<file path="src/rtl/assert_macros.svh">
// Assertion macros used by the RTL of the scheduler.
// Users must have clk and rst_n (synchronous, active low) in scope.
`ifndef ASSERT_MACROS_SVH
`define ASSERT_MACROS_SVH

// Condition holds at every clock edge out of reset.
`define ASSERT_ALWAYS(label, cond, msg) \
  label: assert property (@(posedge clk) disable iff (!rst_n) (cond)) else $error(msg);

// Consequent holds in the same cycle as the antecedent.
`define ASSERT_IMPLIES(label, ante, cons, msg) \
  label: assert property (@(posedge clk) disable iff (!rst_n) (ante) |-> (cons)) else $error(msg);

`endif

</file>
<file path="src/rtl/msq_pkg.sv">
// Types and codes of the multilevel queue slot scheduler.
// No dependencies; used by the channel interfaces, the top level, the checker and the bench.
package msq_pkg;

  localparam int PROC_W   = 8;
  localparam int LEVEL_W  = 3;
  localparam int STATUS_W = 2;

  localparam logic REQ_ENQ = 1'b0;
  localparam logic REQ_DEQ = 1'b1;

  typedef enum logic [STATUS_W-1:0] {
    ST_OK    = 2'd0,
    ST_EMPTY = 2'd1,
    ST_DROP  = 2'd2
  } status_t;

  typedef struct packed {
    status_t              status;
    logic                 got_proc;
    logic [PROC_W-1:0]    out_proc_id;
    logic [LEVEL_W-1:0]   out_level;
  } result_t;

endpackage

</file>
<file path="src/rtl/msq_chan_if.sv">
// Valid/ready channel interfaces of the scheduler: request in, result out.
// Depends on msq_pkg.
interface msq_in_if;
  logic                          valid;
  logic                          ready;
  logic                          req_type;
  logic [msq_pkg::PROC_W-1:0]    proc_id;
  logic [msq_pkg::LEVEL_W-1:0]   level;

  modport source (output valid, req_type, proc_id, level, input ready);
  modport sink   (input valid, req_type, proc_id, level, output ready);
endinterface

interface msq_out_if;
  logic                          valid;
  logic                          ready;
  msq_pkg::status_t              status;
  logic                          got_proc;
  logic [msq_pkg::PROC_W-1:0]    out_proc_id;
  logic [msq_pkg::LEVEL_W-1:0]   out_level;

  modport source (output valid, status, got_proc, out_proc_id, out_level, input ready);
  modport sink   (input valid, status, got_proc, out_proc_id, out_level, output ready);
endinterface

</file>
<file path="src/rtl/multilevel_queue_slot_scheduler.sv">
// Multilevel queue slot scheduler: per-level FIFOs in one handle memory, per-level
// head/fill/budget in a level memory. Depends on msq_pkg, msq_chan_if, assert_macros.svh.
// Enqueue: level memory read, then write. Dequeue: level memory read, handle memory read,
// then result. Empty dequeue and out-of-range enqueue answer straight from idle.
// One request in flight; the next is taken once the result is in the output register.
// Reset: synchronous; per-level valid and flag bits clear at once, no memory sweep.
`include "assert_macros.svh"

module multilevel_queue_slot_scheduler #(
  parameter int LEVELS      = 8,
  parameter int QUEUE_DEPTH = 16,
  parameter int HANDLE_BITS = 8
) (
  input  logic         clk,
  input  logic         rst_n,
  msq_in_if.sink       in_chan,
  msq_out_if.source    out_chan
);

  localparam int LW       = $clog2(LEVELS);
  localparam int SW       = $clog2(QUEUE_DEPTH);
  localparam int CW       = $clog2(QUEUE_DEPTH + 1);
  localparam int BW       = $clog2(LEVELS + 1);
  localparam int TW       = CW + 1;
  localparam int EW       = SW + CW + BW;
  localparam int HS_DEPTH = 1 << (LW + SW);

  typedef enum logic [2:0] {
    S_IDLE,
    S_ENQ,
    S_DEQ_RD,
    S_DEQ_OUT,
    S_HOLD
  } state_t;

  state_t                 state_r, state_nxt;
  logic [LW-1:0]          sel_r, sel_nxt;
  logic [HANDLE_BITS-1:0] pid_r, pid_nxt;
  logic [LEVELS-1:0]      nonempty_r, nonempty_nxt;
  logic [LEVELS-1:0]      bok_r, bok_nxt;
  logic [LEVELS-1:0]      stale_r, stale_nxt;
  logic [LEVELS-1:0]      lv_r, lv_nxt;
  logic                   out_valid_r, out_valid_nxt;
  msq_pkg::result_t       out_res_r, out_res_nxt;
  msq_pkg::result_t       res_r, res_nxt;
  msq_pkg::result_t       done_res;
  logic                   done;

  // level memory: {head, fill, budget}
  logic [EW-1:0]          lm_mem [LEVELS];
  logic [EW-1:0]          lm_rdata_r;
  logic                   lm_re, lm_we;
  logic [LW-1:0]          lm_raddr, lm_waddr;
  logic [EW-1:0]          lm_wdata;

  // handle memory: {level, slot}
  logic [HANDLE_BITS-1:0] hs_mem [HS_DEPTH];
  logic [HANDLE_BITS-1:0] hs_rdata_r;
  logic                   hs_re, hs_we;
  logic [LW+SW-1:0]       hs_raddr, hs_waddr;

  logic                   out_free;
  logic                   lvl_ok;
  logic [LW-1:0]          lvl_idx;
  logic [LEVELS-1:0]      cand;
  logic [LW-1:0]          first_ne, first_cand;
  logic [SW-1:0]          head, head_inc, tail;
  logic [CW-1:0]          fill, fill_dec;
  logic [BW-1:0]          bud_raw, bud_cur, bud_dec, refill_val;
  logic [TW-1:0]          tail_sum;

  always_ff @(posedge clk) begin
    if (lm_we) begin
      lm_mem[lm_waddr] <= lm_wdata;
    end
    if (lm_re) begin
      lm_rdata_r <= lm_mem[lm_raddr];
    end
  end

  always_ff @(posedge clk) begin
    if (hs_we) begin
      hs_mem[hs_waddr] <= pid_r;
    end
    if (hs_re) begin
      hs_rdata_r <= hs_mem[hs_raddr];
    end
  end

  assign out_free = !out_valid_r || out_chan.ready;
  assign lvl_ok   = 32'(in_chan.level) < 32'(LEVELS);
  assign lvl_idx  = LW'(in_chan.level);
  assign cand     = nonempty_r & bok_r;

  always_comb begin
    first_ne   = '0;
    first_cand = '0;
    for (int i = LEVELS - 1; i >= 0; i--) begin
      if (nonempty_r[i]) begin
        first_ne = LW'(i);
      end
      if (cand[i]) begin
        first_cand = LW'(i);
      end
    end
  end

  // entry never written reads as head 0, fill 0
  assign head       = lv_r[sel_r] ? lm_rdata_r[EW-1 -: SW] : '0;
  assign fill       = lv_r[sel_r] ? lm_rdata_r[BW +: CW] : '0;
  assign bud_raw    = lm_rdata_r[BW-1:0];
  assign refill_val = BW'(LEVELS) - BW'(sel_r);
  assign bud_cur    = stale_r[sel_r] ? refill_val : bud_raw;
  assign bud_dec    = bud_cur - BW'(1);
  assign fill_dec   = fill - CW'(1);
  assign head_inc   = (head == SW'(QUEUE_DEPTH - 1)) ? '0 : head + SW'(1);
  assign tail_sum   = TW'(head) + TW'(fill);
  assign tail       = (tail_sum >= TW'(QUEUE_DEPTH)) ? SW'(tail_sum - TW'(QUEUE_DEPTH))
                                                     : SW'(tail_sum);

  assign in_chan.ready = (state_r == S_IDLE);

  always_comb begin
    state_nxt    = state_r;
    sel_nxt      = sel_r;
    pid_nxt      = pid_r;
    nonempty_nxt = nonempty_r;
    bok_nxt      = bok_r;
    stale_nxt    = stale_r;
    lv_nxt       = lv_r;
    res_nxt      = res_r;
    out_res_nxt  = out_res_r;
    out_valid_nxt = out_valid_r && !out_chan.ready;
    done         = 1'b0;
    done_res     = '{status: msq_pkg::ST_OK, got_proc: 1'b0, out_proc_id: '0, out_level: '0};
    lm_re        = 1'b0;
    lm_raddr     = sel_r;
    lm_we        = 1'b0;
    lm_waddr     = sel_r;
    lm_wdata     = {head, fill, bud_raw};
    hs_re        = 1'b0;
    hs_raddr     = {sel_r, head};
    hs_we        = 1'b0;
    hs_waddr     = {sel_r, tail};

    case (state_r)
      S_IDLE: begin
        if (in_chan.valid) begin
          if (in_chan.req_type == msq_pkg::REQ_ENQ) begin
            pid_nxt = HANDLE_BITS'(in_chan.proc_id);
            if (lvl_ok) begin
              sel_nxt   = lvl_idx;
              lm_re     = 1'b1;
              lm_raddr  = lvl_idx;
              state_nxt = S_ENQ;
            end else begin
              done            = 1'b1;
              done_res.status = msq_pkg::ST_DROP;
            end
          end else if (nonempty_r == '0) begin
            done            = 1'b1;
            done_res.status = msq_pkg::ST_EMPTY;
          end else if (cand == '0) begin
            // all budgets spent: refill every level, take the first busy one
            stale_nxt = '1;
            bok_nxt   = '1;
            sel_nxt   = first_ne;
            lm_re     = 1'b1;
            lm_raddr  = first_ne;
            state_nxt = S_DEQ_RD;
          end else begin
            sel_nxt   = first_cand;
            lm_re     = 1'b1;
            lm_raddr  = first_cand;
            state_nxt = S_DEQ_RD;
          end
        end
      end
      S_ENQ: begin
        done = 1'b1;
        if (fill >= CW'(QUEUE_DEPTH)) begin
          done_res.status = msq_pkg::ST_DROP;
        end else begin
          hs_we               = 1'b1;
          lm_we               = 1'b1;
          lm_wdata            = {head, fill + CW'(1), bud_raw};
          nonempty_nxt[sel_r] = 1'b1;
          lv_nxt[sel_r]       = 1'b1;
        end
      end
      S_DEQ_RD: begin
        hs_re               = 1'b1;
        lm_we               = 1'b1;
        lm_wdata            = {head_inc, fill_dec, bud_dec};
        stale_nxt[sel_r]    = 1'b0;
        bok_nxt[sel_r]      = (bud_dec != '0);
        nonempty_nxt[sel_r] = (fill_dec != '0);
        lv_nxt[sel_r]       = 1'b1;
        state_nxt           = S_DEQ_OUT;
      end
      S_DEQ_OUT: begin
        done                 = 1'b1;
        done_res.got_proc    = 1'b1;
        done_res.out_proc_id = msq_pkg::PROC_W'(hs_rdata_r);
        done_res.out_level   = msq_pkg::LEVEL_W'(sel_r);
      end
      S_HOLD: begin
        if (out_free) begin
          out_res_nxt   = res_r;
          out_valid_nxt = 1'b1;
          state_nxt     = S_IDLE;
        end
      end
      default: begin
        state_nxt = S_IDLE;
      end
    endcase

    if (done) begin
      if (out_free) begin
        out_res_nxt   = done_res;
        out_valid_nxt = 1'b1;
        state_nxt     = S_IDLE;
      end else begin
        res_nxt   = done_res;
        state_nxt = S_HOLD;
      end
    end
  end

  always_ff @(posedge clk) begin
    sel_r     <= sel_nxt;
    pid_r     <= pid_nxt;
    res_r     <= res_nxt;
    out_res_r <= out_res_nxt;
    if (!rst_n) begin
      state_r     <= S_IDLE;
      nonempty_r  <= '0;
      bok_r       <= '0;
      stale_r     <= '0;
      lv_r        <= '0;
      out_valid_r <= 1'b0;
    end else begin
      state_r     <= state_nxt;
      nonempty_r  <= nonempty_nxt;
      bok_r       <= bok_nxt;
      stale_r     <= stale_nxt;
      lv_r        <= lv_nxt;
      out_valid_r <= out_valid_nxt;
    end
  end

  assign out_chan.valid       = out_valid_r;
  assign out_chan.status      = out_res_r.status;
  assign out_chan.got_proc    = out_res_r.got_proc;
  assign out_chan.out_proc_id = out_res_r.out_proc_id;
  assign out_chan.out_level   = out_res_r.out_level;

  `ASSERT_IMPLIES(a_sel_has_entries, state_r == S_DEQ_RD, nonempty_r[sel_r], "dequeue picked an empty level")
  `ASSERT_IMPLIES(a_sel_has_budget, state_r == S_DEQ_RD, bok_r[sel_r], "dequeue picked a level without budget")
  `ASSERT_ALWAYS(a_budget_backed, (bok_r & ~lv_r & ~stale_r) == '0, "budget flag without stored budget")
  `ASSERT_IMPLIES(a_hold_blocked, state_r == S_HOLD, out_valid_r, "result held while output is free")

endmodule

</file>
<file path="src/flat_wrapper.sv">
// flat-port wrapper written by rule: the top's interface ports become plain ports
module multilevel_queue_slot_scheduler_flat 
#(
  parameter int LEVELS      = 8,
  parameter int QUEUE_DEPTH = 16,
  parameter int HANDLE_BITS = 8
)
  (clk, rst_n, in_chan_valid, in_chan_req_type, in_chan_proc_id, in_chan_level, in_chan_ready, out_chan_valid, out_chan_status, out_chan_got_proc, out_chan_out_proc_id, out_chan_out_level, out_chan_ready);
  msq_in_if in_chan_i ();
  msq_out_if out_chan_i ();
  input  logic clk;
  input  logic rst_n;
  input wire logic [$bits(in_chan_i.valid)-1:0] in_chan_valid;
  input wire logic [$bits(in_chan_i.req_type)-1:0] in_chan_req_type;
  input wire logic [$bits(in_chan_i.proc_id)-1:0] in_chan_proc_id;
  input wire logic [$bits(in_chan_i.level)-1:0] in_chan_level;
  output wire logic [$bits(in_chan_i.ready)-1:0] in_chan_ready;
  output wire logic [$bits(out_chan_i.valid)-1:0] out_chan_valid;
  output wire logic [$bits(out_chan_i.status)-1:0] out_chan_status;
  output wire logic [$bits(out_chan_i.got_proc)-1:0] out_chan_got_proc;
  output wire logic [$bits(out_chan_i.out_proc_id)-1:0] out_chan_out_proc_id;
  output wire logic [$bits(out_chan_i.out_level)-1:0] out_chan_out_level;
  input wire logic [$bits(out_chan_i.ready)-1:0] out_chan_ready;
  assign in_chan_i.valid = in_chan_valid;
  assign in_chan_i.req_type = in_chan_req_type;
  assign in_chan_i.proc_id = in_chan_proc_id;
  assign in_chan_i.level = in_chan_level;
  assign in_chan_ready = in_chan_i.ready;
  assign out_chan_valid = out_chan_i.valid;
  assign out_chan_status = out_chan_i.status;
  assign out_chan_got_proc = out_chan_i.got_proc;
  assign out_chan_out_proc_id = out_chan_i.out_proc_id;
  assign out_chan_out_level = out_chan_i.out_level;
  assign out_chan_i.ready = out_chan_ready;
  multilevel_queue_slot_scheduler #(.LEVELS(LEVELS), .QUEUE_DEPTH(QUEUE_DEPTH), .HANDLE_BITS(HANDLE_BITS)) u_core (.clk(clk), .rst_n(rst_n), .in_chan(in_chan_i), .out_chan(out_chan_i));
endmodule
</file>
<file path="config.mk">
export PLATFORM = sky130hd
export DESIGN_NAME = multilevel_queue_slot_scheduler_flat
export DESIGN_NICKNAME = d
export VERILOG_FILES = /design/src/rtl/msq_pkg.sv /design/src/rtl/msq_chan_if.sv /design/src/rtl/multilevel_queue_slot_scheduler.sv /design/src/flat_wrapper.sv
export VERILOG_INCLUDE_DIRS = /design/src /design/src/rtl
export SDC_FILE = /design/constraint.sdc
export NUM_CORES = 2
export LEC_CHECK = 0
export ABC_AREA = 1
export BUFFER_PORTS_ARGS = -buffer_cell sky130_fd_sc_hd__buf_2
export CORE_MARGIN = 3
export CORE_UTILIZATION = 40
export DETAILED_ROUTE_END_ITERATION = 10
export SETUP_SLACK_MARGIN = 0.1
export SYNTH_ARGS = -nofsm -noshare
export SYNTH_HDL_FRONTEND = slang
export SYNTH_SLANG_ARGS = --single-unit
</file>
<file path="constraint.sdc">
create_clock -name clk -period 6.3 [get_ports clk]
set_input_delay 1.26 -clock clk [delete_from_list [all_inputs] [get_ports clk]]
set_output_delay 1.26 -clock clk [all_outputs]
set_load 0.005 [all_outputs]
</file>
==> impl_metrics.ini <==
[synth]
netlist_instances = 4848
synth_commonest_cells = 1,171 x edfxtp_1, 907 x nand3_1, 790 x nand2_1
seq_area_frac_synth = 0.675
synth_cell_type_count = 43
synth-main-ff-cell = edfxtp_1
async_reset_ff_frac = 0
synth-edff-count = 1171
ys_top_cells_by_area = edfxtp_1 66%, nand3_1 8.5%, nand2_1 5.5%, nand3b_1 3.6%, inv_1 3.3%
synth_nets = 4875
synth.largest_area_cell = edfxtp_1
yosys_warnings = 0
synth_top_cell_area_share = 0.655
yosysMostFrequentCell = edfxtp_1
synth_seq_cells = 1224
mappedNetlistArea_sq_mm = 0.0537
synth_area_per_cell_sq_um = 11.1

[global_routing]
antenna_found_initial = 0
grt_use_total = 0.200
grt_max_degree = 246
first_global_vias = 33800
grt_pass1_wl_um = 210000
grt_overflow = 0

[critical_path]
r2r-start = u_core.lm_waddr[0]
worstSetupEndpointType = flop
crit_arrival_ns = 5.63
timing.rr.end = u_core.hs_mem[44][4]
crit_type = reg -> reg
ff2ff_path_depth = 17
worstPathRequired_ns = 6.65
start_kind = flop
reg2reg_slack_ns = 1.03
crit_start = u_core.lm_waddr[0]
crit_fanout = 69

[placed_design]
dp_hpwl_um = 76900
pre_cts_ws_ns = 0.989
io_buffer_count = 31
place.gp.congestion = 0.839

[clock_network]
clkTransAtPathRegs_ns = 0.06
htree_levels = 4
cts_tree = built
root_buffer = clkbuf_16
cts_buffers = 135
clk_latency_ns = 0.73
cts_resized = 0
cts_max_path_buffers = 3
cts_setup_buffers = 0
ctsHoldBuffers = 0
cts.sinks = 1224

[die]
start_util = 0.406
rows = 133
die_y_um = 372
die-area_sq_mm = 0.139
die_x_um = 372
core_area_sq_mm = 0.132
io-pin-count = 32

[sta]
worst_pin_slew_ns = 1.21
fin_crit_sh = 0.837
fin_setup_tns_ns = 0
slew-limit-headroom = 0.188
rsz0062_at_grt = false
final.min_clock_period_ns = 5.27
setup_ws_ns = 1.03
hold_viol = 0
max_freq_mhz = 190
finalClockSkew_ns = 0.0285
setup_violations = 0
slew_violations = 0
whs_ns = 0.467

[final_layout]
drive_above_1_share = 0.103
postLayoutCoreUtil = 0.450
final_nets = 4806
syn_to_final_growth_pct = 10.8
fillCellCount = 12000
n_antenna_cell = 0

[drt]
wl_um = 140000
drc = 0
via_per_inst = 5.32
wl_per_cell_um = 21.0
vias = 35300
antenna_left = 0
drtIter0Drc = 3687
dr.pass1.iters = 6

[pwr]
p_clk_frac = 0.365
max-vdd-ir-drop_mv = 0.264
p_switching_mw = 6.23
power-per-cell-area_mw_per_mm2 = 353
power_frac_comb = 0.190
p_leak_nw = 22.1
intPower_mw = 14.7
sw_frac_of_total = 0.297
p_seq_frac = 0.445

[outcome]
status = complete, no violations

[min_path]
min_delay_path_depth = 1
hold_end = u_core.lv_r[4]
hp-start = u_core.lv_r[4]
hp-class = reg -> reg

[flow_run]
maxCapViolCount = 0
## placed cells by master, fill, tap and decap left out, types with 10 or more instances in the layout
master	netlist	routed
dfxtp_1	53	53
o2111ai_1	56	56
clkinv_1	2	23
mux2i_1	12	12
nand2_2	14	12
o21ai_1	12	12
clkbuf_1	118	32
buf_2	121	31
edfxtp_1	1171	1171
bufinv_16	0	11
or2_2	177	177
ha_1	10	10
nand3_1	907	907
nand2_1	790	790
o21ai_0	131	131
inv_1	471	470
nor2_1	371	368
buf_4	43	64
a21oi_1	37	37
clkbuf_16	0	140
nand3b_1	256	256
clkinv_2	0	17
## final cells by class
type	instances	area [sq um]	area share
clock buffers	173	3640	0.0612
clock inverters	66	667	0.0112
multi-input cells	2834	14200	0.238
inverters	483	1820	0.0306
well taps	1755	2200	0.0369
repair buffers	101	756	0.0127
flip-flops and latches	1224	36200	0.609
## routing by layer
metal,vias up,track usage,part of all wire
li1,16600,-,-
met5,-,0,0
met4,0,0.0542,0.022
met3,221,0.0361,0.071
met2,1297,0.326,0.47
met1,17200,0.276,0.43
## sequential cells by signal (all words and copies together) (netlist names), 3 cells and up
register	cells
u_core.bok_r	8
u_core.hs_mem	1024
u_core.hs_rdata_r	8
u_core.lm_mem	104
u_core.lm_rdata_r	13
u_core.lm_waddr	3
u_core.lv_r	8
u_core.nonempty_r	8
u_core.out_chan.out_level	3
u_core.out_chan.out_proc_id	8
u_core.pid_r	8
u_core.res_r	14
u_core.stale_r	8
u_core.state_r	3
## worst max-delay path, stage by stage (launching register included)
cell and delay, ns:
dfxtp_1 0.46, inv_2 0.29, nand2_1 0.08, nand2_1 0.08, nand2_1 0.05, nand2_1 0.07
nand2_1 0.12, nand2_8 0.42, inv_2 0.13, nor2_4 0.14, buf_4 0.55, ha_1 0.35
a31oi_1 0.21, or2_1 0.15, nand2_2 0.28, inv_2 0.56, nand2_2 0.28, nor2_1 0.63
## power by group through the flow
stage | Sequential [mW] | Combinational (mW) | Clock, mW
after floorplan | 9.49 | 2.69 | 0
after global placement | 9.49 | 3.93 | 0
after detailed placement | 9.49 | 3.96 | 0
after CTS | 9.33 | 3.98 | 7.80
after global routing | 9.34 | 4.39 | 8.15
final | 9.33 | 3.98 | 7.67
## stage by stage
stage	std cells	power, mW	area (sq um)
after floorplan	4848	12.2	53700
after global placement	6397	13.4	55200
after detailed placement	6397	13.5	55200
after CTS	6636	21.1	59500
after global routing	6636	21.9	59500
final	6636	21.0	59500
## kinds of logic (layout without fill, tap and decap cells)
logic type,Yosys count,count (layout),synth area share
AO/OA/AOI/OAI,263,263,0.0299
XOR/XNOR,8,8,0.00131
adder cells (fa/ha/maj),11,11,0.00270
buffers and inverters,790,823,0.0618
flip-flops,1224,1224,0.675
multiplexers,12,12,0.00224
AND/OR/NAND/NOR,2540,2540,0.227
## worst max path at each step
| stage | endpoint | slack (ns) | cells past startpoint |
|---|---|---|---|
| after global placement | u_core.hs_mem[125][1] | 1.02 | 17 |
| after CTS | u_core.hs_mem[105][6] | 1.02 | 17 |
| final | u_core.hs_mem[44][4] | 1.03 | 17 |
| after global routing | u_core.hs_mem[105][6] | 0.64 | 18 |
| after detailed placement | u_core.hs_mem[44][2] | 0.99 | 17 |
| after floorplan | u_core.hs_mem[106][0] | 2.83 | 20 |
No activity file was read; power rests on OpenSTA's default activity.
